==> src/rtl/swb_pkg.sv <==
package swb_pkg;

  localparam int NUM_WORDS_DEF = 128;

  localparam int KIND_W = 3;
  localparam int LBA_W  = 7;
  localparam int DATA_W = 32;
  localparam int LEN_W  = 8;
  localparam int THR_W  = 4;

  localparam logic [THR_W-1:0] THRESH_RST = 4'd10;

  typedef enum logic [KIND_W-1:0] {
    K_WRITE   = 3'd0,
    K_READ    = 3'd1,
    K_ERASE   = 3'd2,
    K_FLUSH   = 3'd3,
    K_FULL    = 3'd4,
    K_DISCARD = 3'd5
  } kind_t;

  typedef enum logic [2:0] {
    SW_NONE,
    SW_CLEAR,
    SW_COMMIT,
    SW_FILL,
    SW_DROP
  } sweep_t;

  typedef enum logic [3:0] {
    ST_CLEAR,
    ST_IDLE,
    ST_DECODE,
    ST_READ,
    ST_ERASE,
    ST_COMMIT,
    ST_FILL,
    ST_DROP,
    ST_DONE
  } state_t;

  typedef struct packed {
    logic   accept;
    logic   pend_wr;
    logic   rd_en;
    logic   res_read;
    logic   bump;
    logic   cnt_zero;
    logic   set_flushed;
    logic   erase_wr;
    logic   ptr_clr;
    logic   out_load;
    sweep_t sweep;
  } ctl_t;

  typedef struct packed {
    logic [KIND_W-1:0] kind;
    logic              err;
    logic              hit;
    logic              erase_more;
    logic              ptr_last;
    logic              ptr_end;
    logic              out_free;
    logic              in_fire;
  } sts_t;

endpackage

==> src/rtl/swb_ctrl.sv <==
module swb_ctrl (
  input  logic          clk,
  input  logic          rst,
  input  swb_pkg::sts_t sts,
  output swb_pkg::ctl_t ctl
);
  import swb_pkg::*;

  state_t state, state_next;

  always_ff @(posedge clk) begin
    if (rst) begin
      state <= ST_CLEAR;
    end else begin
      state <= state_next;
    end
  end

  always_comb begin
    ctl        = '0;
    state_next = state;
    unique case (state)
      ST_CLEAR: begin
        ctl.sweep = SW_CLEAR;
        if (sts.ptr_last) begin
          state_next = ST_IDLE;
        end
      end
      ST_IDLE: begin
        ctl.accept = 1'b1;
        if (sts.in_fire) begin
          state_next = ST_DECODE;
        end
      end
      ST_DECODE: begin
        if (sts.err) begin
          state_next = ST_DONE;
        end else begin
          unique case (kind_t'(sts.kind))
            K_WRITE: begin
              ctl.pend_wr = 1'b1;
              ctl.bump    = 1'b1;
              if (sts.hit) begin
                ctl.ptr_clr = 1'b1;
                state_next  = ST_COMMIT;
              end else begin
                state_next = ST_DONE;
              end
            end
            K_READ: begin
              ctl.rd_en  = 1'b1;
              state_next = ST_READ;
            end
            K_ERASE: begin
              state_next = ST_ERASE;
            end
            K_FLUSH: begin
              ctl.set_flushed = 1'b1;
              ctl.cnt_zero    = 1'b1;
              state_next      = ST_COMMIT;
            end
            K_FULL: begin
              ctl.cnt_zero = 1'b1;
              state_next   = ST_FILL;
            end
            K_DISCARD: begin
              ctl.cnt_zero = 1'b1;
              state_next   = ST_DROP;
            end
            default: begin
              state_next = ST_DONE;
            end
          endcase
        end
      end
      ST_READ: begin
        ctl.res_read = 1'b1;
        state_next   = ST_DONE;
      end
      ST_ERASE: begin
        if (sts.erase_more) begin
          ctl.erase_wr = 1'b1;
        end else begin
          ctl.bump = 1'b1;
          if (sts.hit) begin
            ctl.ptr_clr = 1'b1;
            state_next  = ST_COMMIT;
          end else begin
            state_next = ST_DONE;
          end
        end
      end
      ST_COMMIT: begin
        ctl.sweep = SW_COMMIT;
        if (sts.ptr_end) begin
          state_next = ST_DONE;
        end
      end
      ST_FILL: begin
        ctl.sweep = SW_FILL;
        if (sts.ptr_last) begin
          state_next = ST_DONE;
        end
      end
      ST_DROP: begin
        ctl.sweep = SW_DROP;
        if (sts.ptr_last) begin
          state_next = ST_DONE;
        end
      end
      ST_DONE: begin
        if (sts.out_free) begin
          ctl.out_load = 1'b1;
          state_next   = ST_IDLE;
        end
      end
      default: begin
        state_next = ST_IDLE;
      end
    endcase
  end

  a_erase_end_bumps: assert property (@(posedge clk) disable iff (rst)
    (state == ST_ERASE && !sts.erase_more) |-> ctl.bump)
    else $error("erase finished without bumping count");

  a_out_load_free: assert property (@(posedge clk) disable iff (rst)
    ctl.out_load |-> sts.out_free)
    else $error("result loaded over an untaken word");

  a_accept_decode: assert property (@(posedge clk) disable iff (rst)
    (state == ST_IDLE && sts.in_fire) |=> state == ST_DECODE)
    else $error("accepted word not decoded");

endmodule

==> config.mk <==
export PLATFORM = sky130hd
export DESIGN_NAME = swb_ctrl
export DESIGN_NICKNAME = d
export VERILOG_FILES = /design/src/rtl/swb_pkg.sv /design/src/rtl/swb_ctrl.sv
export SDC_FILE = /design/constraint.sdc
export NUM_CORES = 1
export LEC_CHECK = 0
export BUFFER_PORTS_ARGS = -buffer_cell sky130_fd_sc_hd__buf_2
export CAP_MARGIN = 30
export CORE_MARGIN = 3
export CORE_UTILIZATION = 40
export DETAILED_ROUTE_END_ITERATION = 10
export PLACE_DENSITY_LB_ADDON = 0.25
export SETUP_SLACK_MARGIN = 0.5
export SLEW_MARGIN = 5
export SYNTH_ARGS = -nofsm -noshare
export SYNTH_HDL_FRONTEND = slang
export SYNTH_SLANG_ARGS = --single-unit
==> constraint.sdc <==
create_clock -name clk -period 2.6 [get_ports clk]
set_input_delay 0.52 -clock clk [delete_from_list [all_inputs] [get_ports clk]]
set_output_delay 0.52 -clock clk [all_outputs]
set_load 0.03 [all_outputs]
==> impl_metrics.json <==
{
  "place_hpwl_um": 1110,
  "drive_above_1_share_pct": 40.2,
  "rrSetupSlack_ns": 0.89,
  "fin_cells": 121,
  "rsz0062_at_grt": "true",
  "synthCells": 78,
  "fin_crit_sh_pct": 86.8,
  "slew_headroom_pct": 67.1,
  "nets": 123,
  "synth_warnings": 0,
  "placed_cells": 114,
  "start_kind": "flop",
  "synth_fp_nets": 92,
  "synth.largest_area_cell": "dfxtp_1",
  "avgSynthCellArea_um2": 6.98,
  "skew_ns": 0.00185,
  "area_growth_pct": 42.3,
  "synth_top_area_share_pct": 14.7,
  "grt_pass1_vias": 555,
  "post-route-drc-count": 0,
  "placeableCoreArea_um2": 1190,
  "grt_pass1_wl_um": 2350,
  "status": "finished, final reports clean",
  "endpoint_kind": "output port",
  "portBuffers": 24,
  "worst_pin_slew_ns": 0.492,
  "dr_total_vias": 677,
  "holdWs_ns": 0.478,
  "ys_ff_latch": 4,
  "reg2reg_from": "state[0]",
  "top_regs": "state (4)",
  "endpoint": "ctl[4]",
  "numCtsBuffers": 3,
  "synth_cell_types": 36,
  "reg2regPathDepth": 5,
  "ant_nets": 0,
  "max_cap_viol_count": 0,
  "fin_crit_ns": 2.26,
  "avgViaCountPerCell": 5.60,
  "final_util_pct": 65.3,
  "worst_ep_arrival_time_ns": 1.74,
  "yosysMostFrequentCell": "nor2_1",
  "worst-path-max-fanout": 4,
  "synth_edf_count": 0,
  "cp.required_ns": 2.08,
  "clock_sinks": 4,
  "powerDensity_nw_per_um2": 261,
  "num_rows": 12,
  "largest_register_ffs": 4,
  "first_pass_iters": 4,
  "fin_setup_tns_ns": 0,
  "overflow": 0,
  "grt_max_degree": 15,
  "criticalPathCategory": "flop to output port",
  "antenna_cells": 0,
  "die_y_um": 42.9,
  "htreeDepth": 1,
  "timing.final.ws_setup_ns": 0.344,
  "initial_core_util_pct": 45.9,
  "async_flop_share_pct": 0,
  "first_iter_violations": 22,
  "largest-register": "state",
  "power.leakage_uw": 0.000358,
  "antenna_found_initial": 0,
  "finalHoldViolations": 0,
  "setup_viol": 0,
  "cts_tree": "done",
  "vdd_drop_max_mv": 0.362,
  "fillers": 115,
  "fmax_mhz": 443,
  "ios": 25,
  "netlist_top_cells_count": "nor2_1, a21oi_1, nor3_1, nand2b_1",
  "fp.dieW_um": 42.9,
  "path_clk_slew_ns": 0.04,
  "startpoint": "state[1]",
  "seq_area_frac_synth_pct": 14.7,
  "synth-main-ff-cell": "dfxtp_1",
  "grt_usage_pct": 16.4,
  "min_path_cells": 2,
  "globalplace.congestion": 0.757,
  "synth_area_um2": 544,
  "wl_um": 1480,
  "cts_root_buf": "clkbuf_4",
  "ctsHoldBuffers": 0,
  "pre_cts_ws_ns": 0.410,
  "clkLatencyLatePin_ns": 0.23,
  "synth_area_leaders": "dfxtp_1, a21oi_1, nor2_1, nand2b_1, nor3_1",
  "wl_per_cell_um": 12.3,
  "drv_slew": 0,
  "rr_endpoint": "state[3]",
  "clk_path_buf_depth": 2,
  "die_area_um2": 1840,
  "hold_path.class": "input pin to flop"
}
-- critical path, cell delays in order (launching register included) --
cell and delay, ns:
dfxtp_1 0.33, or3b_1 0.36, or3_4 0.38, o22ai_4 0.16, and2_4 0.16, buf_6 0.12
-- repair_timing --
action | 4_1_cts | 5_1_grt
setup buffers | 4 | 0
endpoints found under the setup margin | 6 | 6
pin swaps | 2 | 1
gates resized for setup | 10 | 3
-- metal layers --
| layer | vias to the layer above | track usage, % | share of wire [%] |
|---|---|---|---|
| met5 | - | 0 | 0 |
| met1 | 309 | 21.1 | 44 |
| li1 | 342 | - | - |
| met4 | 0 | 3.73 | 0 |
| met2 | 26 | 27.2 | 48 |
| met3 | 0 | 3.81 | 8.0 |
-- through the flow --
stage	total power (uW)	area, um2
2_1_floorplan	104	559
3_3_place_gp	126	687
3_5_place_dp	127	687
4_1_cts	204	767
5_1_grt	216	774
6_report	202	774
-- worst min-delay path by stage --
stage	to	slack, ns	start
2_1_floorplan	state[1]	0.59	rst
3_3_place_gp	state[2]	0.67	state[2]
3_5_place_dp	state[2]	0.68	state[2]
4_1_cts	state[3]	0.47	rst
5_1_grt	state[3]	0.50	rst
6_report	state[3]	0.48	rst
-- final cells by class --
type	count	area, um2	share of cell area [%]
clock buffers	3	22.5	2.91
inverters	2	7.51	0.969
multi-input cells	68	453	58.5
flip-flops and latches	4	85.1	11.0
well taps	14	17.5	2.26
repair buffers	30	189	24.4
-- power breakdown --
group	switching (uW)	internal [uW]
logic	33.3	25.8
registers	5.35	62.5
clock network	23.5	51.5
total	62.2	140
-- logic make-up (layout without fill, tap and decap cells) --
family	count (synthesis)	after routing	synth area share, %
XOR/XNOR	2	2	3.22
AO/OA/AOI/OAI	17	17	20.2
AND/OR/NAND/NOR	46	46	49.4
multiplexers	1	1	1.84
flip-flops	4	4	14.7
buffers and inverters	6	35	5.98
adder cells (fa/ha/maj)	2	2	4.60
-- layout by cell type (no fill, tap or decap), types with 2 or more instances in the layout --
master and instances:
buf_2 19, nor2_1 8, buf_4 8, a21oi_1 7, nand2b_1 5, nor3_1 5
and3_1 4, nand2_1 4, o21ai_0 3, clkbuf_4 3, buf_6 3, nor2b_1 2
or3b_1 2, inv_1 2, nand3_1 2, ha_1 2, dfxtp_1 2
No activity file was read; power rests on OpenSTA's default activity.
